`config.mk`:
```
export PLATFORM = sky130hd
export DESIGN_NAME = i2c_master_bit_engine_unit
export DESIGN_NICKNAME = d
export VERILOG_FILES = /design/src/hdl/i2cm_pkg.sv /design/src/hdl/i2cm_cfg.sv /design/src/hdl/i2cm_core.sv /design/src/hdl/i2cm_out.sv /design/src/hdl/i2c_master_bit_engine_unit.sv
export SDC_FILE = /design/constraint.sdc
export NUM_CORES = 1
export LEC_CHECK = 0
export CORE_MARGIN = 2
export CORE_UTILIZATION = 40
export CTS_CLUSTER_SIZE = 25
export DETAILED_ROUTE_END_ITERATION = 10
export DONT_BUFFER_PORTS = 1
export GPL_TIMING_DRIVEN = 0
export MAX_ROUTING_LAYER = met4
export PLACE_DENSITY_LB_ADDON = 0.12
export SETUP_SLACK_MARGIN = 0.05
export SYNTH_ARGS = -nofsm -noshare
export SYNTH_HDL_FRONTEND = slang
export SYNTH_SLANG_ARGS = --single-unit
```
`constraint.sdc`:
```
create_clock -name aclk -period 5.4 [get_ports aclk]
set_input_delay 0.54 -clock aclk [delete_from_list [all_inputs] [get_ports aclk]]
set_output_delay 0.54 -clock aclk [all_outputs]
set_load 0.05 [all_outputs]
```
`src/hdl/i2cm_pkg.sv`:
```
// Shared types and constants for the tick-driven I2C master bit engine.
// No dependencies; every other file in hdl/ imports this package.
package i2cm_pkg;

    // Request codes carried on the input channel's tuser
    localparam logic [2:0] REQ_TICK  = 3'd0;
    localparam logic [2:0] REQ_START = 3'd1;
    localparam logic [2:0] REQ_STOP  = 3'd2;
    localparam logic [2:0] REQ_WRITE = 3'd3;
    localparam logic [2:0] REQ_READ  = 3'd4;

    // Configuration register indexes
    localparam logic CFG_TICKS_PER_US = 1'b0;
    localparam logic CFG_ACK_TIMEOUT  = 1'b1;

    localparam logic [7:0] TICKS_PER_US_RST = 8'd50;
    localparam logic [7:0] ACK_TIMEOUT_RST  = 8'd250;

    // Bits per byte transfer
    localparam logic [3:0] BYTE_BITS = 4'd8;

    localparam int DELAY_W = 11;
    localparam int RDATA_W = 16;

    // Bus sequencer phases
    typedef enum logic [3:0] {
        PH_IDLE    = 4'd0,
        PH_ST_A    = 4'd1,
        PH_ST_B    = 4'd2,
        PH_SP_A    = 4'd3,
        PH_SP_B    = 4'd4,
        PH_SP_C    = 4'd5,
        PH_W_LOW   = 4'd6,
        PH_W_HIGH  = 4'd7,
        PH_WA_LOW  = 4'd8,
        PH_WA_HIGH = 4'd9,
        PH_WA_POLL = 4'd10,
        PH_R_LOW   = 4'd11,
        PH_R_HIGH  = 4'd12,
        PH_RA_LOW  = 4'd13,
        PH_RA_HIGH = 4'd14
    } phase_t;

    typedef struct packed {
        logic [7:0] ticks_per_us;
        logic [7:0] ack_timeout;
    } cfg_t;

    // One result item, packed lowest field last so tdata order is {fail, rx, ..., scl}
    typedef struct packed {
        logic       ack_failed;
        logic [7:0] rx_byte;
        logic       done_res;
        logic       busy_res;
        logic       sda_drive_enable;
        logic       sda_level;
        logic       scl_level;
    } result_t;

endpackage

```
`src/hdl/i2cm_cfg.sv`:
```
// Configuration registers (tick scale and ACK timeout) for the I2C bit engine.
// Depends on i2cm_pkg.
module i2cm_cfg (
    input  logic            aclk,
    input  logic            aresetn,
    input  logic            cfg_valid,
    output logic            cfg_ready,
    input  logic            cfg_index,
    input  logic [7:0]      cfg_data,
    output i2cm_pkg::cfg_t  cfg
);
    import i2cm_pkg::*;

    logic [7:0] tpu_reg;
    logic [7:0] timeout_reg;

    // Writes are always taken
    assign cfg_ready = 1'b1;

    always_ff @(posedge aclk) begin
        if (!aresetn) begin
            tpu_reg     <= TICKS_PER_US_RST;
            timeout_reg <= ACK_TIMEOUT_RST;
        end else if (cfg_valid) begin
            case (cfg_index)
                CFG_TICKS_PER_US: tpu_reg     <= cfg_data;
                CFG_ACK_TIMEOUT:  timeout_reg <= cfg_data;
                default: ;
            endcase
        end
    end

    assign cfg.ticks_per_us = tpu_reg;
    assign cfg.ack_timeout  = timeout_reg;

endmodule

```
`src/hdl/i2cm_core.sv`:
```
// Bus sequencer: phase, delay counter, shifter, pin and status registers.
// Advances one tick per accepted request. Depends on i2cm_pkg.
module i2cm_core (
    input  logic                aclk,
    input  logic                aresetn,
    input  logic                step,
    input  logic [2:0]          req_type,
    input  logic [7:0]          tx_byte,
    input  logic                send_ack,
    input  logic                sda_sample,
    input  i2cm_pkg::cfg_t      cfg,
    output i2cm_pkg::result_t   result
);
    import i2cm_pkg::*;

    phase_t               phase_reg, phase_next;
    logic [DELAY_W-1:0]   delay_reg, delay_next;
    logic [3:0]           bit_idx_reg, bit_idx_next;
    logic [7:0]           shift_reg, shift_next;
    logic [7:0]           wait_reg, wait_next;
    logic                 scl_reg, scl_next;
    logic                 sda_reg, sda_next;
    logic                 drv_reg, drv_next;
    logic                 ack_choice_reg, ack_choice_next;
    logic [7:0]           rx_reg, rx_next;
    logic                 fail_reg, fail_next;
    logic                 done_next;

    logic [7:0]           unit;
    logic [DELAY_W-1:0]   u1, u4, u5;
    logic [DELAY_W-1:0]   delay_dec;
    logic                 advance;
    logic [7:0]           wait_base;
    logic [8:0]           wait_inc;
    logic                 poll_fail;

    // Delay unit lengths; a zero scale counts as one tick
    assign unit = (cfg.ticks_per_us == 8'd0) ? 8'd1 : cfg.ticks_per_us;
    assign u1   = DELAY_W'(unit);
    assign u4   = DELAY_W'({unit, 2'b00});
    assign u5   = u4 + u1;

    // Timed segment countdown
    assign delay_dec = (delay_reg == '0) ? '0 : delay_reg - DELAY_W'(1);
    assign advance   = (phase_reg != PH_IDLE) && (phase_reg != PH_WA_POLL)
                       && (delay_dec == '0);

    // ACK poll: the count restarts on the tick that enters polling
    assign wait_base = (phase_reg == PH_WA_HIGH) ? 8'd0 : wait_reg;
    assign wait_inc  = {1'b0, wait_base} + 9'd1;
    assign poll_fail = wait_inc > {1'b0, cfg.ack_timeout};

    // Next phase, delay and done
    always_comb begin
        phase_next = phase_reg;
        delay_next = delay_reg;
        done_next  = 1'b0;
        case (phase_reg)
            PH_IDLE: begin
                case (req_type)
                    REQ_START: begin phase_next = PH_ST_A;  delay_next = u4; end
                    REQ_STOP:  begin phase_next = PH_SP_A;  delay_next = u4; end
                    REQ_WRITE: begin phase_next = PH_W_LOW; delay_next = u1; end
                    REQ_READ:  begin phase_next = PH_R_LOW; delay_next = u1; end
                    default: ;
                endcase
            end
            PH_WA_POLL: begin
                if (!sda_sample) begin
                    phase_next = PH_IDLE; delay_next = '0; done_next = 1'b1;
                end else if (poll_fail) begin
                    phase_next = PH_SP_A; delay_next = u4;
                end
            end
            default: begin
                delay_next = delay_dec;
                if (advance) begin
                    case (phase_reg)
                        PH_ST_A: begin phase_next = PH_ST_B; delay_next = u1; end
                        PH_SP_A: begin phase_next = PH_SP_B; delay_next = u1; end
                        PH_SP_B: begin phase_next = PH_SP_C; delay_next = u5; end
                        PH_W_LOW: begin phase_next = PH_W_HIGH; delay_next = u1; end
                        PH_W_HIGH: begin
                            phase_next = (bit_idx_reg < BYTE_BITS) ? PH_W_LOW : PH_WA_LOW;
                            delay_next = u1;
                        end
                        PH_WA_LOW: begin phase_next = PH_WA_HIGH; delay_next = u1; end
                        PH_WA_HIGH: begin
                            delay_next = '0;
                            if (!sda_sample) begin
                                phase_next = PH_IDLE; done_next = 1'b1;
                            end else if (poll_fail) begin
                                phase_next = PH_SP_A; delay_next = u4;
                            end else begin
                                phase_next = PH_WA_POLL;
                            end
                        end
                        PH_R_LOW: begin phase_next = PH_R_HIGH; delay_next = u1; end
                        PH_R_HIGH: begin
                            phase_next = (bit_idx_reg < BYTE_BITS) ? PH_R_LOW : PH_RA_LOW;
                            delay_next = u1;
                        end
                        PH_RA_LOW: begin phase_next = PH_RA_HIGH; delay_next = u1; end
                        default: begin
                            // end of start, stop and read-ack segments
                            phase_next = PH_IDLE; delay_next = '0; done_next = 1'b1;
                        end
                    endcase
                end
            end
        endcase
    end

    // Pins, shifter, counters and status
    always_comb begin
        bit_idx_next    = bit_idx_reg;
        shift_next      = shift_reg;
        wait_next       = wait_reg;
        scl_next        = scl_reg;
        sda_next        = sda_reg;
        drv_next        = drv_reg;
        ack_choice_next = ack_choice_reg;
        rx_next         = rx_reg;
        fail_next       = fail_reg;
        case (phase_reg)
            PH_IDLE: begin
                case (req_type)
                    REQ_START: begin
                        drv_next = 1'b1; sda_next = 1'b1; scl_next = 1'b1;
                    end
                    REQ_STOP: begin
                        drv_next = 1'b1; sda_next = 1'b0;
                    end
                    REQ_WRITE: begin
                        drv_next     = 1'b1;
                        scl_next     = 1'b0;
                        sda_next     = tx_byte[7];
                        shift_next   = {tx_byte[6:0], 1'b0};
                        bit_idx_next = 4'd1;
                    end
                    REQ_READ: begin
                        drv_next        = 1'b0;
                        scl_next        = 1'b0;
                        shift_next      = 8'd0;
                        bit_idx_next    = 4'd0;
                        ack_choice_next = send_ack;
                    end
                    default: ;
                endcase
            end
            PH_WA_POLL: begin
                if (!sda_sample) begin
                    scl_next = 1'b0; fail_next = 1'b0;
                end else if (poll_fail) begin
                    fail_next = 1'b1; drv_next = 1'b1; sda_next = 1'b0;
                end else begin
                    wait_next = wait_inc[7:0];
                end
            end
            default: begin
                if (advance) begin
                    case (phase_reg)
                        PH_ST_A:  sda_next = 1'b0;
                        PH_ST_B:  scl_next = 1'b0;
                        PH_SP_A:  scl_next = 1'b1;
                        PH_SP_B:  sda_next = 1'b1;
                        PH_W_LOW: scl_next = 1'b1;
                        PH_W_HIGH: begin
                            scl_next = 1'b0;
                            if (bit_idx_reg < BYTE_BITS) begin
                                sda_next     = shift_reg[7];
                                shift_next   = {shift_reg[6:0], 1'b0};
                                bit_idx_next = bit_idx_reg + 4'd1;
                            end else begin
                                drv_next = 1'b0; sda_next = 1'b1;
                            end
                        end
                        PH_WA_LOW: scl_next = 1'b1;
                        PH_WA_HIGH: begin
                            wait_next = 8'd0;
                            if (!sda_sample) begin
                                scl_next = 1'b0; fail_next = 1'b0;
                            end else if (poll_fail) begin
                                fail_next = 1'b1; drv_next = 1'b1; sda_next = 1'b0;
                            end else begin
                                wait_next = wait_inc[7:0];
                            end
                        end
                        PH_R_LOW: begin
                            scl_next     = 1'b1;
                            shift_next   = {shift_reg[6:0], sda_sample};
                            bit_idx_next = bit_idx_reg + 4'd1;
                        end
                        PH_R_HIGH: begin
                            scl_next = 1'b0;
                            if (!(bit_idx_reg < BYTE_BITS)) begin
                                drv_next = 1'b1; sda_next = !ack_choice_reg;
                            end
                        end
                        PH_RA_LOW: scl_next = 1'b1;
                        PH_RA_HIGH: begin
                            scl_next = 1'b0; rx_next = shift_reg;
                        end
                        default: ;
                    endcase
                end
            end
        endcase
    end

    // State registers, updated once per accepted tick
    always_ff @(posedge aclk) begin
        if (!aresetn) begin
            phase_reg      <= PH_IDLE;
            delay_reg      <= '0;
            bit_idx_reg    <= '0;
            shift_reg      <= '0;
            wait_reg       <= '0;
            scl_reg        <= 1'b1;
            sda_reg        <= 1'b1;
            drv_reg        <= 1'b1;
            ack_choice_reg <= 1'b0;
            rx_reg         <= '0;
            fail_reg       <= 1'b0;
        end else if (step) begin
            phase_reg      <= phase_next;
            delay_reg      <= delay_next;
            bit_idx_reg    <= bit_idx_next;
            shift_reg      <= shift_next;
            wait_reg       <= wait_next;
            scl_reg        <= scl_next;
            sda_reg        <= sda_next;
            drv_reg        <= drv_next;
            ack_choice_reg <= ack_choice_next;
            rx_reg         <= rx_next;
            fail_reg       <= fail_next;
        end
    end

    // Result shows the state after this tick
    assign result.scl_level        = scl_next;
    assign result.sda_level        = sda_next;
    assign result.sda_drive_enable = drv_next;
    assign result.busy_res         = (phase_next != PH_IDLE);
    assign result.done_res         = done_next;
    assign result.rx_byte          = rx_next;
    assign result.ack_failed       = fail_next;

endmodule

```
`src/hdl/i2cm_out.sv`:
```
// Result register for the I2C bit engine output channel.
// Holds one result until taken; a new one may load as the held one leaves. Depends on i2cm_pkg.
module i2cm_out (
    input  logic                aclk,
    input  logic                aresetn,
    input  logic                load,
    input  i2cm_pkg::result_t   result,
    output logic                space,
    output logic                m_tvalid,
    input  logic                m_tready,
    output logic [i2cm_pkg::RDATA_W-1:0] m_tdata
);
    import i2cm_pkg::*;

    logic    valid_reg;
    result_t data_reg;

    // Room when empty or when the held result leaves this cycle
    assign space = !valid_reg || m_tready;

    always_ff @(posedge aclk) begin
        if (!aresetn) begin
            valid_reg <= 1'b0;
        end else if (load) begin
            valid_reg <= 1'b1;
        end else if (m_tready) begin
            valid_reg <= 1'b0;
        end
    end

    always_ff @(posedge aclk) begin
        if (load) begin
            data_reg <= result;
        end
    end

    assign m_tvalid = valid_reg;
    assign m_tdata  = RDATA_W'(data_reg);

endmodule

```
`src/hdl/i2c_master_bit_engine_unit.sv`:
```
// Tick-driven I2C master bit engine. Each request on the input stream is one
// bus timing tick carrying the sampled SDA level and optionally a command
// (start, stop, write byte, read byte); each accepted request produces exactly
// one result showing the pin levels and status after that tick. One request can
// be taken every clock cycle while the result register has room: the next
// sequencer state is combinational and the result is registered, so it appears
// on the result stream the cycle after its request is accepted. A request is
// taken only while the result register is empty or its result leaves in the
// same cycle, so the request stream stalls while m_tready is low and a result waits.
// Top level; depends on i2cm_pkg, i2cm_cfg, i2cm_core and i2cm_out.
module i2c_master_bit_engine_unit (
    input  logic        aclk,
    input  logic        aresetn,
    // Request stream
    input  logic        s_tvalid,
    output logic        s_tready,
    input  logic [15:0] s_tdata,   // [7:0] tx_byte, [8] send_ack, [9] sda_sample, rest zero
    input  logic [2:0]  s_tuser,   // [2:0] req_type
    // Result stream
    output logic        m_tvalid,
    input  logic        m_tready,
    output logic [i2cm_pkg::RDATA_W-1:0] m_tdata, // [0] scl_level, [1] sda_level,
                                   // [2] sda_drive_enable, [3] busy_res, [4] done_res,
                                   // [12:5] rx_byte, [13] ack_failed, rest zero
    // Configuration writes
    input  logic        cfg_valid,
    output logic        cfg_ready,
    input  logic        cfg_index,
    input  logic [7:0]  cfg_data
);
    import i2cm_pkg::*;

    cfg_t    cfg;
    result_t result;
    logic    space;
    logic    step;

    assign s_tready = space;
    assign step     = s_tvalid && space;

    i2cm_cfg u_cfg (
        .aclk      (aclk),
        .aresetn   (aresetn),
        .cfg_valid (cfg_valid),
        .cfg_ready (cfg_ready),
        .cfg_index (cfg_index),
        .cfg_data  (cfg_data),
        .cfg       (cfg)
    );

    i2cm_core u_core (
        .aclk       (aclk),
        .aresetn    (aresetn),
        .step       (step),
        .req_type   (s_tuser),
        .tx_byte    (s_tdata[7:0]),
        .send_ack   (s_tdata[8]),
        .sda_sample (s_tdata[9]),
        .cfg        (cfg),
        .result     (result)
    );

    i2cm_out u_out (
        .aclk     (aclk),
        .aresetn  (aresetn),
        .load     (step),
        .result   (result),
        .space    (space),
        .m_tvalid (m_tvalid),
        .m_tready (m_tready),
        .m_tdata  (m_tdata)
    );

endmodule
```
Yosys cells after proc, flatten, opt, wreduce, memory -nomap -nowiden. Cells that the tools add are included.

$add $sub $neg: 4. Magnitude comparators: 2. Eq/ne operators: 24. Multiplexer cells: 73. Bitwise gates (word level): 3. Reduce and logical (&&, ||, !) cells: 31.

Operators by type and width (number): $mux W8 (13); $pmux W8 S2 (4); $mux W11 (5); $pmux W11 S2 (2); $pmux W4 S10 (1); $pmux W11 S3 (1); $mux W4 (8); $pmux W4 S2 (4); $eq A4 B4 Y1 const B (7); $logic_not A11 Y1 (2); $mux W1 (20); $pmux W1 S2 (8); $pmux W4 S4 (1); $eq A4 B3 Y1 const B (3); $reduce_and A6 Y1 (2); $add A10 B8 Y11 (1); $sub A11 B1 Y11 const B (1); $mux W10 (1); $add A8 B1 Y9 const B (1); $gt A9 B8 Y1 (1); $pmux W1 S3 (3); $reduce_or A9 Y1 (1); $eq A4 B2 Y1 const B (2); $logic_not A8 Y1 (1); 28 further kinds (44).

Register bits: 79. Output and inout bits: 19. Logic and storage cells: 158.

Depth between registers and ports, before layout. Gate-level depths: netlist of the first run.

Word-level depth: 10. Depth in mapped cells: 19. Depth with buffers taken out: 15.

Cells and area by module. From an unflattened synthesis of the first run, not the netlist that was laid out.

Cell total of the unflattened synthesis: 691. Area total of the unflattened synthesis: 5515.3 sq um.

Modules (own cells, without submodules): i2cm_core (times used 1, cells each 595, area an instance 4299.1 sq um, sequential area each 960.9 sq um); i2cm_cfg (times used 1, cells each 74, area an instance 721.9 sq um, sequential area each 320.3 sq um); i2cm_out (times used 1, cells each 21, area an instance 488.0 sq um, sequential area each 440.4 sq um); i2c_master_bit_engine_unit (times used 1, cells each 1, area an instance 6.3 sq um, sequential area each 0.0 sq um).

Least setup slack after synthesis of the first run. OpenSTA, ideal clock, no wires.

Path type: flip-flop to flip-flop. Start: register u_core.phase_reg[2]. End: register u_core.delay_reg[2]. Arrival time: 3784 ps. Path slack: 1541 ps. Stages on the path, launching flop included: 20. Path buffers: 4. Period minus slack after synthesis: 3859 ps. Cells stage by stage: dfxtp_1 clkbuf_1 clkbuf_1 nor2_1 nand3_1 and2_1 ha_1 nand2_1 xor2_1 nor2_1 ha_1 a21o_1 a21oi_1 a21oi_1 a211oi_1 a211oi_1 buf_2 clkbuf_1 nand3_1 o22ai_1.

Longest elaborated chain between the ends: 9. Elaborated cells between the ends (all ways): 28.

Ends and longest elaborated chain: start, declared (RTL line i2cm_core.sv:16) `phase_t phase_reg, phase_next;`; start signal, assigned (RTL line i2cm_core.sv:226) `phase_reg <= phase_next;`; $eq A4 B4 Y1 (RTL line i2cm_core.sv:49, i2cm_core.sv:78); $mux W8 (RTL line i2cm_core.sv:49) `assign wait_base = (phase_reg == PH_WA_HIGH) ? 8'd0 : wait_reg;`; $add A8 B1 Y9 (RTL line i2cm_core.sv:50) `assign wait_inc = {1'b0, wait_base} + 9'd1;`; $gt A9 B8 Y1 (RTL line i2cm_core.sv:51) `assign poll_fail = wait_inc > {1'b0, cfg.ack_timeout};`; $mux W10 (RTL line i2cm_core.sv:92) `end else if (poll_fail) begin`; $mux W11 (RTL line i2cm_core.sv:90) `if (!sda_sample) begin`; $pmux W11 S3 (RTL line i2cm_core.sv:78) `case (phase_reg)`; $mux W11 (RTL line i2cm_core.sv:77) `if (advance) begin`; $pmux W11 S2 (RTL line i2cm_core.sv:58) `case (phase_reg)`; end signal, assigned (RTL line i2cm_core.sv:227) `delay_reg <= delay_next;`; end, declared (RTL line i2cm_core.sv:17) `logic [DELAY_W-1:0] delay_reg, delay_next;`.

Parallel ways exist; a longest one is shown, timed or not. A chain may end at the register's enable or synchronous reset.

==> impl_metrics.json, run 1 <==
{
  "period_share_pct": 94.28,
  "dp_slack_ns": 0.003727,
  "maxCapViolations": 0,
  "io_pins": 52,
  "clkLatencyLatePin_ns": 0.35,
  "synthToLayoutAreaGrowth_pct": 10.09,
  "ys_seq_elements": 79,
  "postLayoutSetupSlackWorst_ns": 0.3091,
  "yosysUniqueCellTypes": 80,
  "root_buffer": "clkbuf_16",
  "synthCells": 678,
  "numCtsBuffers": 9,
  "start_kind": "flip-flop",
  "irDropWorstVdd_mv": 0.2200,
  "grt_util_all_layers_pct": 24.06,
  "cp_max_fo": 10,
  "ys.warnings.count": 0,
  "hold_class": "primary input to flip-flop",
  "status": "finished clean",
  "async_reset_ff_share_pct": 0,
  "hpwl_um": 12000,
  "vias": 5252,
  "synth.area.top_cells": "dfxtp_1 24%, edfxtp_1 7.9%, nand2_1 6.0%, a21oi_1 4.8%, o21ai_0 4.4%",
  "cp.arrival_ns": 5.19,
  "synth_edf_count": 14,
  "p_int_w": 0.001216,
  "globalplace.congestion": 0.8986,
  "slew_headroom_pct": 11.02,
  "post_dp_cell_area_sq_um": 5555,
  "rows": 42,
  "dieArea_sq_um": 14270,
  "clockPowerShare_pct": 31.3,
  "cp-startpoint": "u_core.phase_reg[3]$_SDFFE_PN0P_",
  "drtAntennaViolNets": 0,
  "power.density_nw_per_um2": 333.8,
  "nets": 739,
  "worstReg2RegStart": "u_core.phase_reg[3]$_SDFFE_PN0P_",
  "largest_reg_flops": 14,
  "seq_power_share_pct": 36.9,
  "worst_slew_pin_slew_ns": 1.325,
  "p_leak_nw": 2.208,
  "overflow": 0,
  "antenna_found_initial": 0,
  "grt_setup_unrepaired": "false",
  "swShare_pct": 37.93,
  "diodes": 0,
  "synth_flop_cell": "dfxtp_1",
  "worstPathRequired_ns": 5.50,
  "wl_per_cell_um": 18.97,
  "fmax_mhz": 196.4,
  "layout_commonest_cell": "nand2_1",
  "skew_ns": 0.006819,
  "endpoint_kind": "flip-flop",
  "holdWs_ns": 0.3163,
  "synth_top_cell_by_area": "dfxtp_1",
  "period_needed_ns": 5.091,
  "synth_top_area_share_pct": 24.41,
  "mostFrequentLayoutCells": "85 x nand2_1, 65 x dfxtp_1, 55 x nor2_1",
  "syn_area_sq_um": 5331,
  "tritoncts_num_sinks": 79,
  "combPwrFrac_pct": 31.9,
  "setup_tns_ns": 0,
  "grt_pass1_vias": 4866,
  "io_buffers": 0,
  "htree_num_levels": 3,
  "layout-drive-gt1-share_pct": 8.058,
  "drv_slew": 0,
  "drtIter0Drc": 510,
  "first_pass_iters": 5,
  "cts_max_path_buffers": 2,
  "final_area_sq_um": 5869,
  "drc": 0,
  "die_h_um": 119.5,
  "cts_tree": "done",
  "routed_wl_um": 16520,
  "p_switching_w": 0.0007431,
  "min_from": "s_tvalid",
  "criticalPathCategory": "flip-flop to flip-flop",
  "dieWidth_um": 119.5,
  "setup_viol": 0,
  "grt_start_max_net_pins": 24,
  "fin_util_pct": 44.68,
  "start_util_pct": 40.58,
  "hold_viol_final": 0,
  "ctsHoldBuffers": 0,
  "path_clk_slew_ns": 0.06,
  "ys_seq_area_share_pct": 32.29,
  "synth.avg_cell_area_sq_um": 7.863,
  "grt_pass1_wl_um": 26160,
  "core_area_sq_um": 13140,
  "via_per_inst": 6.030
}
-- synthesized netlist by cell type, types with 3 or more instances --
cell       count
o21ai_0       47
inv_1         29
nor4_1         8
nand2b_1       8
nand3_1       28
a311oi_1       3
a221o_1        5
xnor2_1       10
o31a_1         4
xor2_1         6
ha_1          15
a211oi_1      11
mux2_2         8
edfxtp_1      14
buf_2          3
buf_4          4
or3_1         10
a21o_1         6
dfxtp_1       65
o211ai_1      11
nor2_1        55
a21oi_1       51
and2_1         5
clkbuf_1      41
nor3_1        11
o22ai_1        6
o21bai_1       3
o21a_1         5
mux2i_1       18
a221oi_1       5
a2111oi_2      4
buf_6          3
a22oi_1       15
nand3b_1       4
nand2_1       85
and3_1         3
nor2b_1        4
o31ai_1        3
nand4_1        4
a31oi_1        9
o221ai_1       4
-- power by group through the flow --
| stage | clock [W] | sequential, W | combinational, W |
|---|---|---|---|
| floorplan | 0 | 0.000722 | 0.000461 |
| global placement | 0 | 0.000733 | 0.000599 |
| detailed placement | 0 | 0.000734 | 0.000601 |
| CTS | 0.000626 | 0.000721 | 0.000604 |
| global route | 0.000648 | 0.000728 | 0.000682 |
| finish | 0.000612 | 0.000722 | 0.000625 |
-- path summary, 6_finish.rpt --
| path | cells past startpoint | end | slack, ns |
|---|---|---|---|
| worst min-delay path | 2 | u_out.m_tvalid$_SDFFE_PN0P_ | 0.32 |
| worst min register to register | 2 | u_cfg.timeout_reg[0]$_SDFFE_PN0P_ | 0.47 |
| worst max-delay path | 16 | u_out.m_tdata[3]$_DFFE_PP_ | 0.31 |
| worst max register to register | 16 | u_out.m_tdata[3]$_DFFE_PP_ | 0.31 |
-- repair_timing --
item,CTS,global route
buffers inserted,0,0
resized for setup,1,6
endpoints found under the setup margin,5,6
-- logic make-up after synthesis --
kind of cell	Yosys count	synth area share (%)
AOI/OAI and AO/OA	213	26.90
xor gates and xnor gates	16	2.628
adders and majority gates	17	4.084
buffers and inverters	82	6.547
DFF	79	32.29
muxes	26	5.069
other	2	0.1409
and+or+nand+nor	243	22.34
-- critical path, stage by stage, from the launching register on --
cell	delay, ns
dfxtp_1	0.40
buf_2	0.25
clkbuf_1	0.39
nand3_1	0.41
and2_1	0.33
ha_1	0.25
nand2_1	0.09
xor2_1	0.15
nor2_1	0.08
ha_1	0.37
a21o_1	0.16
a21oi_1	0.32
nand3_1	0.36
nand4_1	0.53
a221o_1	0.26
nand4_1	0.09
a311o_1	0.39
-- cell type report --
cell class	count	area (sq um)
plain buffers	52	239.0
clock buffers	9	225.2
clock inverters	7	63.81
fillers	1336	7268
inverters	30	112.6
multi-input cells	518	3287
flip-flops and latches	79	1722
well taps	176	220.2
-- per-stage QoR --
step	std cells	power, W
3_3_place_gp	855	0.001332
6_report	871	0.001959
5_1_grt	871	0.002058
2_1_floorplan	679	0.001183
3_5_place_dp	855	0.001335
4_1_cts	871	0.001951
-- per-layer routing --
metal  up-vias  global-route usage [%]  share of wire, %
li1       2511                       -                 -
met1      2483                   32.89                45
met4         0                   8.603               2.7
met3        32                   4.550               7.0
met2       226                   35.50                45
met5         -                       -                 0
Power figures use the tool's default switching activity.
==> run 2: changes to the inputs <==
- PLACE_DENSITY_LB_ADDON: 0.12 -> unset
==> impl_metrics.json, run 2 (synthesized netlist as in run 1, its figures left out) <==
{
  "tritoncts_num_sinks": 79,
  "slew_headroom_pct": 11.33,
  "grt_util_all_layers_pct": 23.27,
  "setup_tns_ns": 0,
  "p_leak_nw": 2.215,
  "synthToLayoutAreaGrowth_pct": 10.42,
  "power.density_nw_per_um2": 340.3,
  "drtIter0Drc": 460,
  "ctsHoldBuffers": 0,
  "wl_per_cell_um": 18.35,
  "numCtsBuffers": 9,
  "antenna_found_initial": 0,
  "status": "finished clean",
  "nets": 739,
  "htree_num_levels": 3,
  "period_needed_ns": 4.927,
  "clkLatencyLatePin_ns": 0.35,
  "cp_max_fo": 10,
  "die_h_um": 119.5,
  "globalplace.congestion": 0.9359,
  "path_clk_slew_ns": 0.07,
  "endpoint_kind": "flip-flop",
  "fillers": 1374,
  "dieWidth_um": 119.5,
  "cp_slowest_cell": "a211oi_1",
  "rows": 42,
  "start_kind": "flip-flop",
  "routed_wl_um": 15980,
  "grt_start_max_net_pins": 24,
  "vias": 5269,
  "path_delay_family": "compound AO/OA/AOI/OAI gates",
  "min_from": "s_tvalid",
  "cp-startpoint": "u_core.phase_reg[2]$_SDFFE_PN0P_",
  "hold_viol_final": 0,
  "worstReg2RegStart": "u_core.phase_reg[2]$_SDFFE_PN0P_",
  "layout-drive-gt1-share_pct": 8.058,
  "skew_ns": 0.01076,
  "core_area_sq_um": 13140,
  "cts_tree": "done",
  "dieArea_sq_um": 14270,
  "diodes": 0,
  "grt_setup_unrepaired": "false",
  "hold_class": "primary input to flip-flop",
  "io_pins": 52,
  "worst_slew_pin_slew_ns": 1.320,
  "post-cts-setup-buffer-count": 0,
  "io_buffers": 0,
  "irDropWorstVdd_mv": 0.1912,
  "holdWs_ns": 0.3200,
  "hpwl_um": 11820,
  "cp.arrival_ns": 5.20,
  "cts_max_path_buffers": 2,
  "start_util_pct": 40.58,
  "layout_commonest_cell": "nand2_1",
  "period_share_pct": 91.25,
  "critPathMaxStageDelay_ns": 0.48,
  "root_buffer": "clkbuf_16",
  "grt_pass1_wl_um": 25540,
  "fmax_mhz": 203.0,
  "criticalPathCategory": "flip-flop to flip-flop",
  "via_per_inst": 6.049,
  "maxCapViolations": 0,
  "crit_path_cell_trace": "clkbuf_1, clkbuf_2, nor2_1, nand3_2, and2_1, ha_1, nand2_1, xor2_1, nor2_1, ha_1, a21o_1, a21oi_1, a21oi_2, a211oi_1, a211oi_1, buf_2, clkbuf_1, nand3_1, o22ai_1",
  "cts_resized": 0,
  "drtAntennaViolNets": 0,
  "drv_slew": 0,
  "largest_reg_flops": 14,
  "first_pass_iters": 6,
  "setup_viol": 0,
  "overflow": 0,
  "drc": 0,
  "critPathBufInv": 4,
  "worstPathRequired_ns": 5.68,
  "grt_pass1_vias": 5033,
  "mostFrequentLayoutCells": "85 x nand2_1, 65 x dfxtp_1, 55 x nor2_1"
}
==> run 2: worst reg2reg max path, cell delays in order (launching register included) <==
cell	delay (ns)
dfxtp_1	0.33
clkbuf_1	0.22
clkbuf_2	0.26
nor2_1	0.28
nand3_2	0.26
and2_1	0.29
ha_1	0.25
nand2_1	0.09
xor2_1	0.14
nor2_1	0.08
ha_1	0.37
a21o_1	0.11
a21oi_1	0.09
a21oi_2	0.39
a211oi_1	0.22
a211oi_1	0.48
buf_2	0.35
clkbuf_1	0.33
nand3_1	0.13
o22ai_1	0.18
==> run 2: final cells by class <==
cell class              instances  area (sq um)  area share [%]
well taps                     176         220.2           3.741
multi-input cells             518          3279           55.71
flip-flops and latches         79          1722           29.25
plain buffers                  52         237.7           4.038
inverters                      30         112.6           1.913
clock buffers                  11         232.7           3.953
clock inverters                 5         82.58           1.403
==> run 2: per-layer routing <==
metal  up-vias  track usage (%)  routed length (um)
met4         0            7.868                 340
li1       2508                -                   -
met3        27            5.412                1236
met2       220            35.18                7209
met5         -                -                   0
met1      2514            30.68                7195
==> run 2: power by group <==
part           switching (W)  total (W)  internal [W]
clock               0.000254   0.000660      0.000406
combinational       0.000407   0.000622      0.000215
sequential         0.0000741   0.000721      0.000647
==> run 2: final timing paths <==
check,to,slack (ns),cells after the start
setup reg to reg,u_core.delay_reg[3]$_SDFFE_PN0P_,0.47,19
hold reg to reg,u_cfg.timeout_reg[2]$_SDFFE_PN0P_,0.46,2
setup / recovery,u_core.delay_reg[3]$_SDFFE_PN0P_,0.47,19
hold / removal,u_out.m_tvalid$_SDFFE_PN0P_,0.32,2
==> run 2: through the flow <==
step	area, sq um	utilization, %	setup WS [ns]	power [W]	std cells
5_1_grt	5887	44.81	0.06576	0.002091	871
3_3_place_gp	5555	42.29	0.1769	0.001326	855
6_report	5887	44.81	0.4727	0.002003	871
3_5_place_dp	5555	42.29	0.1854	0.001332	855
2_1_floorplan	5335	-	1.541	0.001183	679
4_1_cts	5871	44.69	0.1398	0.001992	871
